[src/rtl/goal_report_line_parser_macros.svh]
// ----------------------------------------------------------------------------
// goal report line parser assertion macros
// shared property shorthands for the goal report line parser checks
// ----------------------------------------------------------------------------
`ifndef GOAL_REPORT_LINE_PARSER_MACROS_SVH
`define GOAL_REPORT_LINE_PARSER_MACROS_SVH

// same-cycle implication, disabled while reset is asserted
`define GRLP_ASSERT_NOW(label, clk, rst_n, ante, cons, msg) \
    label: assert property (@(posedge clk) disable iff (!rst_n) (ante) |-> (cons)) \
        else $error(msg);

// next-cycle implication, disabled while reset is asserted
`define GRLP_ASSERT_NEXT(label, clk, rst_n, ante, cons, msg) \
    label: assert property (@(posedge clk) disable iff (!rst_n) (ante) |=> (cons)) \
        else $error(msg);

`endif

[src/rtl/grlp_pkg.sv]
// ----------------------------------------------------------------------------
// grlp_pkg
// shared types and character constants of the goal report line parser
// ----------------------------------------------------------------------------
package grlp_pkg;

    localparam int OUT_BITS = 16;

    typedef logic signed [OUT_BITS-1:0] t_val16;

    // characters of the report syntax
    localparam logic [7:0] CH_NUL   = 8'h00;
    localparam logic [7:0] CH_LF    = 8'h0A;
    localparam logic [7:0] CH_COMMA = 8'h2C;
    localparam logic [7:0] CH_PLUS  = 8'h2B;
    localparam logic [7:0] CH_MINUS = 8'h2D;
    localparam logic [7:0] CH_SPACE = 8'h20;
    localparam logic [7:0] CH_TAB   = 8'h09;
    localparam logic [7:0] CH_CR    = 8'h0D;
    localparam logic [7:0] CH_0     = 8'h30;
    localparam logic [7:0] CH_9     = 8'h39;
    localparam logic [7:0] CH_E     = 8'h45;
    localparam logic [7:0] CH_H     = 8'h48;
    localparam logic [7:0] CH_F     = 8'h46;

    localparam logic [2:0] LEN_MIN    = 3'd5;
    localparam logic [2:0] FIELD_LAST = 3'd4;

    // a finished line as seen by the goal store
    typedef struct packed {
        logic   taken;
        logic   home;
        logic   front;
        t_val16 height;
        t_val16 x;
        t_val16 y;
    } t_line_event;

    // one goal as presented on the result side
    typedef struct packed {
        logic   seen;
        logic   front;
        t_val16 height;
        t_val16 x;
        t_val16 y;
    } t_goal;

endpackage

[src/rtl/goal_report_line_parser.sv]
// ----------------------------------------------------------------------------
// goal_report_line_parser
// goal report parser: UART bytes and millisecond ticks in, goal state out
// ----------------------------------------------------------------------------
// Each request is either one received UART byte or one millisecond tick, and
// each request yields exactly one result: the current view of both goals plus
// a flag saying whether this byte closed a line that updated a goal. Lines
// have the form type,orientation,height,x,y with type E (enemy) or H (home)
// and orientation F for front; numbers are parsed like atol and clamped to the
// signed VALUE_BITS range, then shown as their low 16 bits. A detection is
// dropped once more than timeout_ms ticks have passed since its last update.
// Throughput is one request per clock: the line state and goal store are
// updated in the cycle a request is accepted, the result lands in a single
// output register, and a new request is taken whenever that register is
// empty or being drained. Each result appears in the cycle after its request.
// The timeout register should only be written while no request is in flight.
// ----------------------------------------------------------------------------
module goal_report_line_parser #(
    parameter int VALUE_BITS = 16
) (
    input  logic                  i_clk,
    input  logic                  i_rst_n,
    // request channel
    input  logic                  i_valid,
    output logic                  o_ready,
    input  logic                  i_func,
    input  logic [7:0]            i_byte_value,
    // result channel
    output logic                  o_valid,
    input  logic                  i_ready,
    output logic                  o_enemy_seen,
    output logic                  o_enemy_front,
    output grlp_pkg::t_val16      o_enemy_height,
    output grlp_pkg::t_val16      o_enemy_x,
    output grlp_pkg::t_val16      o_enemy_y,
    output logic                  o_home_seen,
    output logic                  o_home_front,
    output grlp_pkg::t_val16      o_home_height,
    output grlp_pkg::t_val16      o_home_x,
    output grlp_pkg::t_val16      o_home_y,
    output logic                  o_line_taken,
    // configuration write channel
    input  logic                  i_cfg_valid,
    output logic                  o_cfg_ready,
    input  logic [31:0]           i_cfg_timeout_ms
);
    import grlp_pkg::*;

    `include "goal_report_line_parser_macros.svh"

    localparam logic [31:0] TIMEOUT_RESET = 32'd1000;

    logic        in_acc;
    logic        byte_en;
    logic        tick;
    t_line_event ev;

    // goal store: index 0 is the enemy goal, index 1 the home goal
    logic        r_seen  [2];
    logic        r_front [2];
    t_val16      r_height[2];
    t_val16      r_x     [2];
    t_val16      r_y     [2];
    logic [31:0] r_age   [2];  // ticks since last update, modulo 2^32

    logic        n_seen  [2];
    logic        n_front [2];
    t_val16      n_height[2];
    t_val16      n_x     [2];
    t_val16      n_y     [2];
    logic [31:0] n_age   [2];

    logic [31:0] r_timeout;

    // result register
    logic        r_out_valid;
    t_goal       r_out_goal[2];
    logic        r_out_taken;

    // output register empty or draining this cycle
    assign o_ready     = !r_out_valid || i_ready;
    assign in_acc      = i_valid && o_ready;
    assign byte_en     = in_acc && !i_func;
    assign tick        = in_acc && i_func;
    assign o_cfg_ready = 1'b1;

    grlp_line_parse #(
        .VALUE_BITS (VALUE_BITS)
    ) u_line_parse (
        .i_clk     (i_clk),
        .i_rst_n   (i_rst_n),
        .i_byte_en (byte_en),
        .i_byte    (i_byte_value),
        .o_event   (ev)
    );

    // goal update and timeout check, per goal and independent of each other
    always_comb begin
        for (int g = 0; g < 2; g++) begin
            n_front[g]  = r_front[g];
            n_height[g] = r_height[g];
            n_x[g]      = r_x[g];
            n_y[g]      = r_y[g];
            n_age[g]    = tick ? (r_age[g] + 32'd1) : r_age[g];
            n_seen[g]   = r_seen[g];
            if (ev.taken && (ev.home == 1'(g))) begin
                n_seen[g]   = 1'b1;
                n_front[g]  = ev.front;
                n_height[g] = ev.height;
                n_x[g]      = ev.x;
                n_y[g]      = ev.y;
                n_age[g]    = '0;
            end
            // stale detections are dropped on every request
            if (n_age[g] > r_timeout) begin
                n_seen[g] = 1'b0;
            end
        end
    end

    always_ff @(posedge i_clk) begin
        if (!i_rst_n) begin
            r_timeout <= TIMEOUT_RESET;
        end else if (i_cfg_valid && o_cfg_ready) begin
            r_timeout <= i_cfg_timeout_ms;
        end
    end

    always_ff @(posedge i_clk) begin
        if (!i_rst_n) begin
            for (int g = 0; g < 2; g++) begin
                r_seen[g]   <= 1'b0;
                r_front[g]  <= 1'b0;
                r_height[g] <= '0;
                r_x[g]      <= '0;
                r_y[g]      <= '0;
                r_age[g]    <= '0;
            end
        end else if (in_acc) begin
            for (int g = 0; g < 2; g++) begin
                r_seen[g]   <= n_seen[g];
                r_front[g]  <= n_front[g];
                r_height[g] <= n_height[g];
                r_x[g]      <= n_x[g];
                r_y[g]      <= n_y[g];
                r_age[g]    <= n_age[g];
            end
        end
    end

    // result register; payload needs no reset
    always_ff @(posedge i_clk) begin
        if (!i_rst_n) begin
            r_out_valid <= 1'b0;
        end else if (in_acc) begin
            r_out_valid <= 1'b1;
        end else if (i_ready) begin
            r_out_valid <= 1'b0;
        end
    end

    always_ff @(posedge i_clk) begin
        if (in_acc) begin
            for (int g = 0; g < 2; g++) begin
                r_out_goal[g].seen   <= n_seen[g];
                r_out_goal[g].front  <= n_seen[g] && n_front[g];
                r_out_goal[g].height <= n_height[g];
                r_out_goal[g].x      <= n_x[g];
                r_out_goal[g].y      <= n_y[g];
            end
            r_out_taken <= ev.taken;
        end
    end

    assign o_valid        = r_out_valid;
    assign o_enemy_seen   = r_out_goal[0].seen;
    assign o_enemy_front  = r_out_goal[0].front;
    assign o_enemy_height = r_out_goal[0].height;
    assign o_enemy_x      = r_out_goal[0].x;
    assign o_enemy_y      = r_out_goal[0].y;
    assign o_home_seen    = r_out_goal[1].seen;
    assign o_home_front   = r_out_goal[1].front;
    assign o_home_height  = r_out_goal[1].height;
    assign o_home_x       = r_out_goal[1].x;
    assign o_home_y       = r_out_goal[1].y;
    assign o_line_taken   = r_out_taken;

    // a freshly taken line always leaves its goal detected
    `GRLP_ASSERT_NOW(a_taken_seen, i_clk, i_rst_n, o_valid && o_line_taken, o_enemy_seen || o_home_seen, "taken line without a detected goal")
    // an accepted request always produces a result next cycle
    `GRLP_ASSERT_NEXT(a_req_result, i_clk, i_rst_n, in_acc, r_out_valid, "accepted request produced no result")
    // taking an enemy line restarts its age
    `GRLP_ASSERT_NEXT(a_enemy_age, i_clk, i_rst_n, in_acc && ev.taken && !ev.home, r_age[0] == 32'd0, "enemy age not restarted")
    // ticks alone never mark a line as taken
    `GRLP_ASSERT_NEXT(a_tick_no_take, i_clk, i_rst_n, tick, !r_out_taken, "tick reported a taken line")

endmodule

[src/rtl/grlp_line_parse.sv]
// ----------------------------------------------------------------------------
// grlp_line_parse
// per-byte line tokeniser: type, orientation and three saturating numbers
// ----------------------------------------------------------------------------
module grlp_line_parse #(
    parameter int VALUE_BITS = 16
) (
    input  logic                  i_clk,
    input  logic                  i_rst_n,
    input  logic                  i_byte_en,
    input  logic [7:0]            i_byte,
    output grlp_pkg::t_line_event o_event
);
    import grlp_pkg::*;

    typedef enum logic [1:0] {PH_WS, PH_SIGN, PH_DIGITS, PH_DONE} t_phase;
    typedef enum logic [1:0] {LT_NONE, LT_ENEMY, LT_HOME} t_line_type;

    localparam logic [VALUE_BITS-1:0] LIM     = VALUE_BITS'(1) << (VALUE_BITS - 1);
    localparam logic [VALUE_BITS-1:0] POS_MAX = LIM - VALUE_BITS'(1);
    localparam logic [VALUE_BITS+3:0] LIM_W   = (VALUE_BITS + 4)'(LIM);

    logic [2:0]            r_len,     n_len;
    logic [2:0]            r_field,   n_field;
    t_line_type            r_type,    n_type;
    logic                  r_ended,   n_ended;
    logic                  r_decided, n_decided;
    logic                  r_front,   n_front;
    logic                  r_neg,     n_neg;
    t_phase                r_phase,   n_phase;
    logic [VALUE_BITS-1:0] r_mag,     n_mag;
    t_val16                r_acc_h,   n_acc_h;
    t_val16                r_acc_x,   n_acc_x;

    logic                         is_digit;
    logic                         is_ws;
    logic [3:0]                   digit;
    logic [VALUE_BITS+3:0]        mag_wide;
    logic signed [VALUE_BITS-1:0] val_full;
    t_val16                       num_val;

    assign is_digit = (i_byte >= CH_0) && (i_byte <= CH_9);
    assign is_ws    = (i_byte == CH_SPACE) || ((i_byte >= CH_TAB) && (i_byte <= CH_CR));
    assign digit    = 4'(i_byte - CH_0);
    assign mag_wide = ({4'b0, r_mag} << 3) + ({4'b0, r_mag} << 1)
                    + (VALUE_BITS + 4)'(digit);

    // clamp to the signed range, then keep the low output bits
    assign val_full = r_neg ? signed'((~r_mag) + VALUE_BITS'(1))
                            : signed'((r_mag < LIM) ? r_mag : POS_MAX);
    assign num_val  = t_val16'(val_full);

    always_comb begin
        n_len     = r_len;
        n_field   = r_field;
        n_type    = r_type;
        n_ended   = r_ended;
        n_decided = r_decided;
        n_front   = r_front;
        n_neg     = r_neg;
        n_phase   = r_phase;
        n_mag     = r_mag;
        n_acc_h   = r_acc_h;
        n_acc_x   = r_acc_x;
        if (i_byte_en) begin
            if (i_byte == CH_LF) begin
                n_len     = '0;
                n_field   = '0;
                n_type    = LT_NONE;
                n_ended   = 1'b0;
                n_decided = 1'b0;
                n_front   = 1'b0;
                n_neg     = 1'b0;
                n_phase   = PH_WS;
                n_mag     = '0;
                n_acc_h   = '0;
                n_acc_x   = '0;
            end else begin
                if (r_len == 3'd0) begin
                    n_type = (i_byte == CH_E) ? LT_ENEMY :
                             (i_byte == CH_H) ? LT_HOME : LT_NONE;
                end
                if (r_len < LEN_MIN) begin
                    n_len = r_len + 3'd1;
                end
                if (!r_ended) begin
                    if (i_byte == CH_NUL) begin
                        n_ended = 1'b1;
                    end else begin
                        if (r_field == 3'd1 && !r_decided) begin
                            n_decided = 1'b1;
                            n_front   = (i_byte == CH_F);
                        end
                        if (i_byte == CH_COMMA && r_field < FIELD_LAST) begin
                            if (r_field == 3'd2) begin
                                n_acc_h = num_val;
                            end
                            if (r_field == 3'd3) begin
                                n_acc_x = num_val;
                            end
                            n_field = r_field + 3'd1;
                            n_mag   = '0;
                            n_neg   = 1'b0;
                            n_phase = PH_WS;
                        end else if (r_field >= 3'd2 && r_phase != PH_DONE) begin
                            priority if (is_digit) begin
                                n_mag   = (mag_wide > LIM_W) ? LIM : mag_wide[VALUE_BITS-1:0];
                                n_phase = PH_DIGITS;
                            end else if (r_phase == PH_WS && is_ws) begin
                                n_phase = PH_WS;
                            end else if (r_phase == PH_WS
                                         && (i_byte == CH_PLUS || i_byte == CH_MINUS)) begin
                                n_neg   = (i_byte == CH_MINUS);
                                n_phase = PH_SIGN;
                            end else begin
                                n_phase = PH_DONE;
                            end
                        end
                    end
                end
            end
        end
    end

    always_ff @(posedge i_clk) begin
        if (!i_rst_n) begin
            r_len     <= '0;
            r_field   <= '0;
            r_type    <= LT_NONE;
            r_ended   <= 1'b0;
            r_decided <= 1'b0;
            r_front   <= 1'b0;
            r_neg     <= 1'b0;
            r_phase   <= PH_WS;
            r_mag     <= '0;
            r_acc_h   <= '0;
            r_acc_x   <= '0;
        end else begin
            r_len     <= n_len;
            r_field   <= n_field;
            r_type    <= n_type;
            r_ended   <= n_ended;
            r_decided <= n_decided;
            r_front   <= n_front;
            r_neg     <= n_neg;
            r_phase   <= n_phase;
            r_mag     <= n_mag;
            r_acc_h   <= n_acc_h;
            r_acc_x   <= n_acc_x;
        end
    end

    // a newline closes the line; it counts only when well formed
    assign o_event.taken  = i_byte_en && (i_byte == CH_LF) && (r_len >= LEN_MIN)
                          && (r_type != LT_NONE) && (r_field == FIELD_LAST);
    assign o_event.home   = (r_type == LT_HOME);
    assign o_event.front  = r_front;
    assign o_event.height = r_acc_h;
    assign o_event.x      = r_acc_x;
    assign o_event.y      = num_val;

endmodule

[config.mk]
export PLATFORM = sky130hd
export DESIGN_NAME = goal_report_line_parser
export DESIGN_NICKNAME = d
export VERILOG_FILES = /design/src/rtl/grlp_pkg.sv /design/src/rtl/goal_report_line_parser.sv /design/src/rtl/grlp_line_parse.sv
export VERILOG_INCLUDE_DIRS = /design/src /design/src/rtl
export SDC_FILE = /design/constraint.sdc
export NUM_CORES = 1
export LEC_CHECK = 0
export BUFFER_PORTS_ARGS = -buffer_cell sky130_fd_sc_hd__buf_2
export CORE_AREA = 2 2 174 176
export CTS_CLUSTER_SIZE = 8
export DETAILED_ROUTE_END_ITERATION = 16
export DIE_AREA = 0 0 176 178
export PLACE_DENSITY = 0.84
export SLEW_MARGIN = 20
export SYNTH_ARGS = -nofsm -noshare
export SYNTH_HDL_FRONTEND = slang
export SYNTH_SLANG_ARGS = --single-unit
[constraint.sdc]
create_clock -name i_clk -period 9.35 [get_ports i_clk]
set_clock_uncertainty 0.2 [all_clocks]
set_input_delay 0.4675 -clock i_clk [delete_from_list [all_inputs] [get_ports i_clk]]
set_output_delay 0.4675 -clock i_clk [all_outputs]
set_load 0.1 [all_outputs]
### Yosys cells after proc, flatten, opt, wreduce, memory -nomap -nowiden

Memories as Yosys holds them, arrays and structs flattened.
Index checks and enable logic that the tools add are counted.

| word-level totals | value |
|---|---|
| register bits | 96 |
| memory bits (writable) | 264 |
| bits of input ports | 46 |
| output and inout port bits | 104 |
| memories kept | 7 |

Memory list:

| name | depth | width | rd ports | clocked after Yosys merged registers in | wr ports | line | text |
|---|---|---|---|---|---|---|---|
| r_out_goal | 2 | 50 | 2 | 0 | 2 | goal_report_line_parser.sv:77 | `t_goal r_out_goal[2];` |
| r_age | 2 | 32 | 2 | 0 | 2 | goal_report_line_parser.sv:64 | `logic [31:0] r_age [2];` |
| r_height | 2 | 16 | 2 | 0 | 2 | goal_report_line_parser.sv:61 | `t_val16 r_height[2];` |
| r_x | 2 | 16 | 2 | 0 | 2 | goal_report_line_parser.sv:62 | `t_val16 r_x [2];` |
| r_y | 2 | 16 | 2 | 0 | 2 | goal_report_line_parser.sv:63 | `t_val16 r_y [2];` |
| r_front | 2 | 1 | 2 | 0 | 2 | goal_report_line_parser.sv:60 | `logic r_front [2];` |
| 1 more memories | n/a | n/a | n/a | n/a | n/a | n/a |  |

| cells by class | value |
|---|---|
| add/subtract/negate cells | 8 |
| $lt $le $gt $ge | 12 |
| eq/ne operators | 18 |
| multiplexer cells | 91 |
| bitwise operators | 14 |
| reduce and logical (&&, ||, !) cells | 47 |

Operator list:

| cell | count |
|---|---|
| $mux W16 | 31 |
| $mux W32 | 6 |
| $add A32 B1 Y32 const B | 2 |
| $gt A32 B32 Y1 | 2 |
| $mux W1 | 36 |
| $eq A8 B6 Y1 const B | 4 |
| $eq A8 B7 Y1 const B | 3 |
| $mux W2 | 12 |
| $add A19 B17 Y20 | 1 |
| $add A20 B4 Y20 | 1 |
| $gt A20 B16 Y1 const B | 1 |
| $logic_and A1 B1 Y1 | 18 |
| $mux W3 | 6 |
| $add A16 B1 Y16 const B | 1 |
| $lt A16 B16 Y1 const B | 1 |
| $not A16 Y16 | 1 |
| $reduce_bool A2 Y1 | 8 |
| $reduce_and A5 Y1 | 3 |
| $or A1 B1 Y1 | 12 |
| $reduce_and A4 Y1 | 3 |
| $reduce_bool A3 Y1 | 3 |
| $eq A8 B4 Y1 const B | 1 |
| $ge A8 B4 Y1 const B | 1 |
| $ge A8 B6 Y1 const B | 1 |
| 22 further kinds | 32 |

### Logic depth before layout (Yosys ltp)

| depth | value |
|---|---|
| word-level depth | 13 |
| depth in mapped cells | 18 |
| gate-level depth less buffers | 16 |

### Hierarchy

From an unflattened synthesis, not the netlist that was laid out.

| unflattened totals | value |
|---|---|
| cell total of the unflattened synthesis | 1934 |
| area total of the unflattened synthesis | 19057.0 µm² |

By module, submodules not included:

| module | times used | cells an instance | area an instance (µm²) | sequential area each (µm²) |
|---|---|---|---|---|
| goal_report_line_parser | 1 | 1387 | 14570.2 | 8618.3 |
| grlp_line_parse | 1 | 547 | 4486.8 | 1241.2 |

### Worst setup path after synthesis

Ideal clock, no wire load.

| timing path | value |
|---|---|
| path kind | flip-flop to flip-flop |
| start point | register r_out_valid (netlist: o_valid) |
| end point | memory r_age[0][0] (enable) |
| setup time | 1.361 ns |
| data arrival time | 4.276 ns |
| data required time | 7.789 ns |
| setup slack | 3.513 ns |
| cell stages (with the launch flop) | 5 |
| buffers on the path | 1 |
| period minus slack after synthesis | 5.837 ns |
| path through | dfxtp_1 > nand2b_1 > buf_2 > nand2_1 > nand2_1 |

RTL lines:

| element | line | text |
|---|---|---|
| from (decl) | goal_report_line_parser.sv:76 | `logic r_out_valid;` |
| from (signal assigned) | goal_report_line_parser.sv:154 | `r_out_valid <= 1'b0;` |
| from (signal assigned) | goal_report_line_parser.sv:156 | `r_out_valid <= 1'b1;` |
| from (signal assigned) | goal_report_line_parser.sv:158 | `r_out_valid <= 1'b0;` |
| to (decl) | goal_report_line_parser.sv:64 |  |

==> results.cfg <==
[setup_path]
reg2reg_from = o_valid
cp-end-kind = register
r2r_setup_slack_ps = 4000
cp_data_required_time_ps = 9520
cp_slowest_stage_delay_ps = 830
cp-start-kind = input pin
critical_path_class = in2reg
arrival_ps = 5740
crit_chain = buf_2 > nor3_2 > nand4_1 > or4_1 > nor2_4 > buf_4 > nor2_1 > ha_1 > o21a_1 > o21ai_0 > a211oi_1 > o31a_1 > a211oi_1 > o311ai_0 > a211oi_1
crit_slowest_cell = or4_1
critPathMaxFanout = 66
path_common_cell = a211oi_1
r2r_cells = 14
path_delay_family = simple AND/OR/NAND/NOR gates
crit_buf_inv = 2
r2r_end = r_seen[0][0]

[sta]
hold_violations = 0
setup_violations = 0
period_share_pct = 59.6
slew_headroom_pct = 24.2
slew_violations = 0
fin_tns_setup_ps = 0
whs_ps = 56.6
rsz0062_at_grt = false
tightest_slew_ps = 1140
setup_ws_ps = 3780
layout_min_cycle_time_ps = 5570
max_freq_mhz = 180

[cts]
cts.reportedPaths.clkPinSlew_ps = 50
cts-root-buf = clkbuf_16
ctsHoldBuffers = 33
clockBufferDepth = 3
cts_tree = done
clkSinkCount = 360
numCtsBuffers = 50
cts_resized = 0
clk_latency_ps = 570
cts.htree.levels = 2
cts_setup_buffers = 0

[power]
power_leakage_uw = 0.00897
powerDensity_nw_per_um2 = 191
ir_worst_vdd_mv = 0.164

[flow_run]
drv_cap = 0

[worst_hold_path]
hp-class = in2reg
hp-start = i_byte_value[0]
worstHoldPathCells = 3
min_to = u_line_parse.r_mag[0]

[logic_synthesis]
synthTopCellsByCount = 315 x nand2_1, 265 x edfxtp_1, 213 x nor2_1
netlist.top_cell.by_area = edfxtp_1
synth_flop_cell = edfxtp_1
synth_edf_count = 265
synthCells = 1870
synth_area_leaders = edfxtp_1 42%, dfxtp_1 10%, ha_1 7.0%
synth_nets = 2024
ys_ff_latch = 360
yosysMostFrequentCell = nand2_1
synth-async-reset-ratio_pct = 0
ys_seq_area_share_pct = 52.4
synthDistinctLibCells = 82
yosysTopAreaCellShare_pct = 42.3
syn-cell-area_um2 = 18800
yosys_warnings = 0
syn-mean-instance-area_um2 = 10.1

[die]
core_area_um2 = 29400
pin_count = 150
rows = 63
die_area_um2 = 31300
die_w_um = 176
initial_core_util_pct = 64.0
dieHeight_um = 178

[cells_and_area]
syn_to_final_growth_pct = 14.5
n_antenna_cell = 0
nNetsFinal = 2178
drive_above_1_share_pct = 12.8
final_util_pct = 73.3
design_area_um2 = 21600

[detailed_routing]
first_iter_violations = 1954
wire_per_inst_um = 19.7
top_layer = met4
wl_met1_um = 19200
wl_met2_um = 22900
drc = 0
wl_um = 48400
dr.pass1.iters = 6
viasPerCell = 6.13
vias = 15044
routed-wl-met3_um = 4610
ant_nets = 0

[grt]
grt_pass1_vias = 14265
overflow = 0
antenna_found_initial = 0
grt_pass1_wl_um = 75800
grt_usage_pct = 30.7
grt_max_degree = 104

[place]
port_buffers = 148
placed_area_um2 = 19800
dp_hpwl_um = 31900
place_ws_ps = 3400
place.gp.congestion = 0.929

[status]
outcome = finished clean
-- kinds of logic (layout without fill, tap and decap cells) --
| group | after synthesis | in the layout | share of synthesized area [%] |
|---|---|---|---|
| simple gates | 805 | 805 | 19.6 |
| flops | 360 | 360 | 52.4 |
| compound gates | 302 | 302 | 10.3 |
| buf+inv | 155 | 350 | 3.48 |
| fa+ha+maj | 108 | 108 | 7.26 |
| xor+xnor | 77 | 77 | 3.62 |
| mux | 62 | 62 | 3.31 |
| other cells | 1 | 1 | 0.0199 |
-- layout make-up --
class | count | area [um2]
Sequential cell | 360 | 9860
Clock inverter | 3 | 56.3
Multi-Input combinational cell | 1355 | 8360
Clock buffer | 90 | 1400
Timing Repair Buffer | 190 | 1140
Tap cell | 390 | 488
Fill cell | 1952 | 7840
Inverter | 67 | 254
-- per-layer routing --
metal | track usage [%] | up-vias
li1 | - | 6965
met1 | 42.0 | 7140
met2 | 50.2 | 813
met3 | 4.86 | 126
met4 | 10.9 | 0
met5 | 0 | -
-- how the worst max path moves through the flow --
stage,from,to,slack [ps],cells past startpoint
floorplan,o_valid,r_age[0][0],3510,4
global placement,i_byte_value[4],r_seen[0][0],3690,15
detailed placement,i_byte_value[4],r_seen[0][0],3400,15
CTS,i_byte_value[4],r_seen[0][0],3890,15
global route,i_byte_value[4],r_seen[0][0],3460,15
finish,i_byte_value[4],r_seen[0][0],3780,15
-- power breakdown --
| group | leakage (uW) | total [uW] | switching (uW) | internal [uW] |
|---|---|---|---|---|
| clock network | 0.000690 | 1700 | 687 | 1010 |
| logic | 0.00470 | 551 | 428 | 122 |
| registers | 0.00358 | 1860 | 43.7 | 1820 |
| total | 0.00897 | 4110 | 1160 | 2950 |
-- stage by stage --
step                      power (uW)  std cells
after floorplan                 2310       1870
after global placement          2400       2329
after detailed placement        2420       2329
after CTS                       4100       2455
after global routing            4230       2455
final                           4110       2455
-- sequential cells by signal, indices dropped and copies added, names as in the netlist --
| signal | cells |
|---|---|
| r_out_goal | 100 |
| r_age | 64 |
| r_height | 32 |
| r_timeout | 32 |
| r_x | 32 |
| r_y | 32 |
| u_line_parse.r_acc_h | 16 |
| u_line_parse.r_acc_x | 16 |
| u_line_parse.r_mag | 16 |
| u_line_parse.r_field | 3 |
| u_line_parse.r_len | 3 |
| r_front | 2 |
| r_seen | 2 |
| u_line_parse.r_phase | 2 |
| u_line_parse.r_type | 2 |
| o_line_taken | 1 |
| o_valid | 1 |
| u_line_parse.r_decided | 1 |
| u_line_parse.r_ended | 1 |
| u_line_parse.r_front | 1 |
| u_line_parse.r_neg | 1 |
-- cells in the final DEF, fill, tap and decap left out, types with 6 or more instances in the layout --
master and n:
nand2_1 311, edfxtp_1 265, nor2_1 212, buf_2 148, a21oi_1 117, ha_1 106, dfxtp_1 95, nor3_1 67
inv_1 65, mux2i_1 60, o21ai_0 54, clkbuf_16 50, xor2_1 43, nand3_1 40, clkbuf_1 40, and2_1 39
nand4_1 38, xnor2_1 33, dlygate4sd3_1 33, a21o_1 22, and3_1 19, o211ai_1 12, a211oi_1 12, nand2b_1 11
nor4_1 11, o21ai_1 9, buf_4 9, nor2b_1 8, o21a_1 8, o22ai_1 8, o31ai_2 7, or2_2 6
or3_1 6
-- tightest hold or removal path: stages --
cell and delay (ps):
buf_2 160, nand4_1 90, o21ai_1 60
Power figures use the tool's default switching activity.
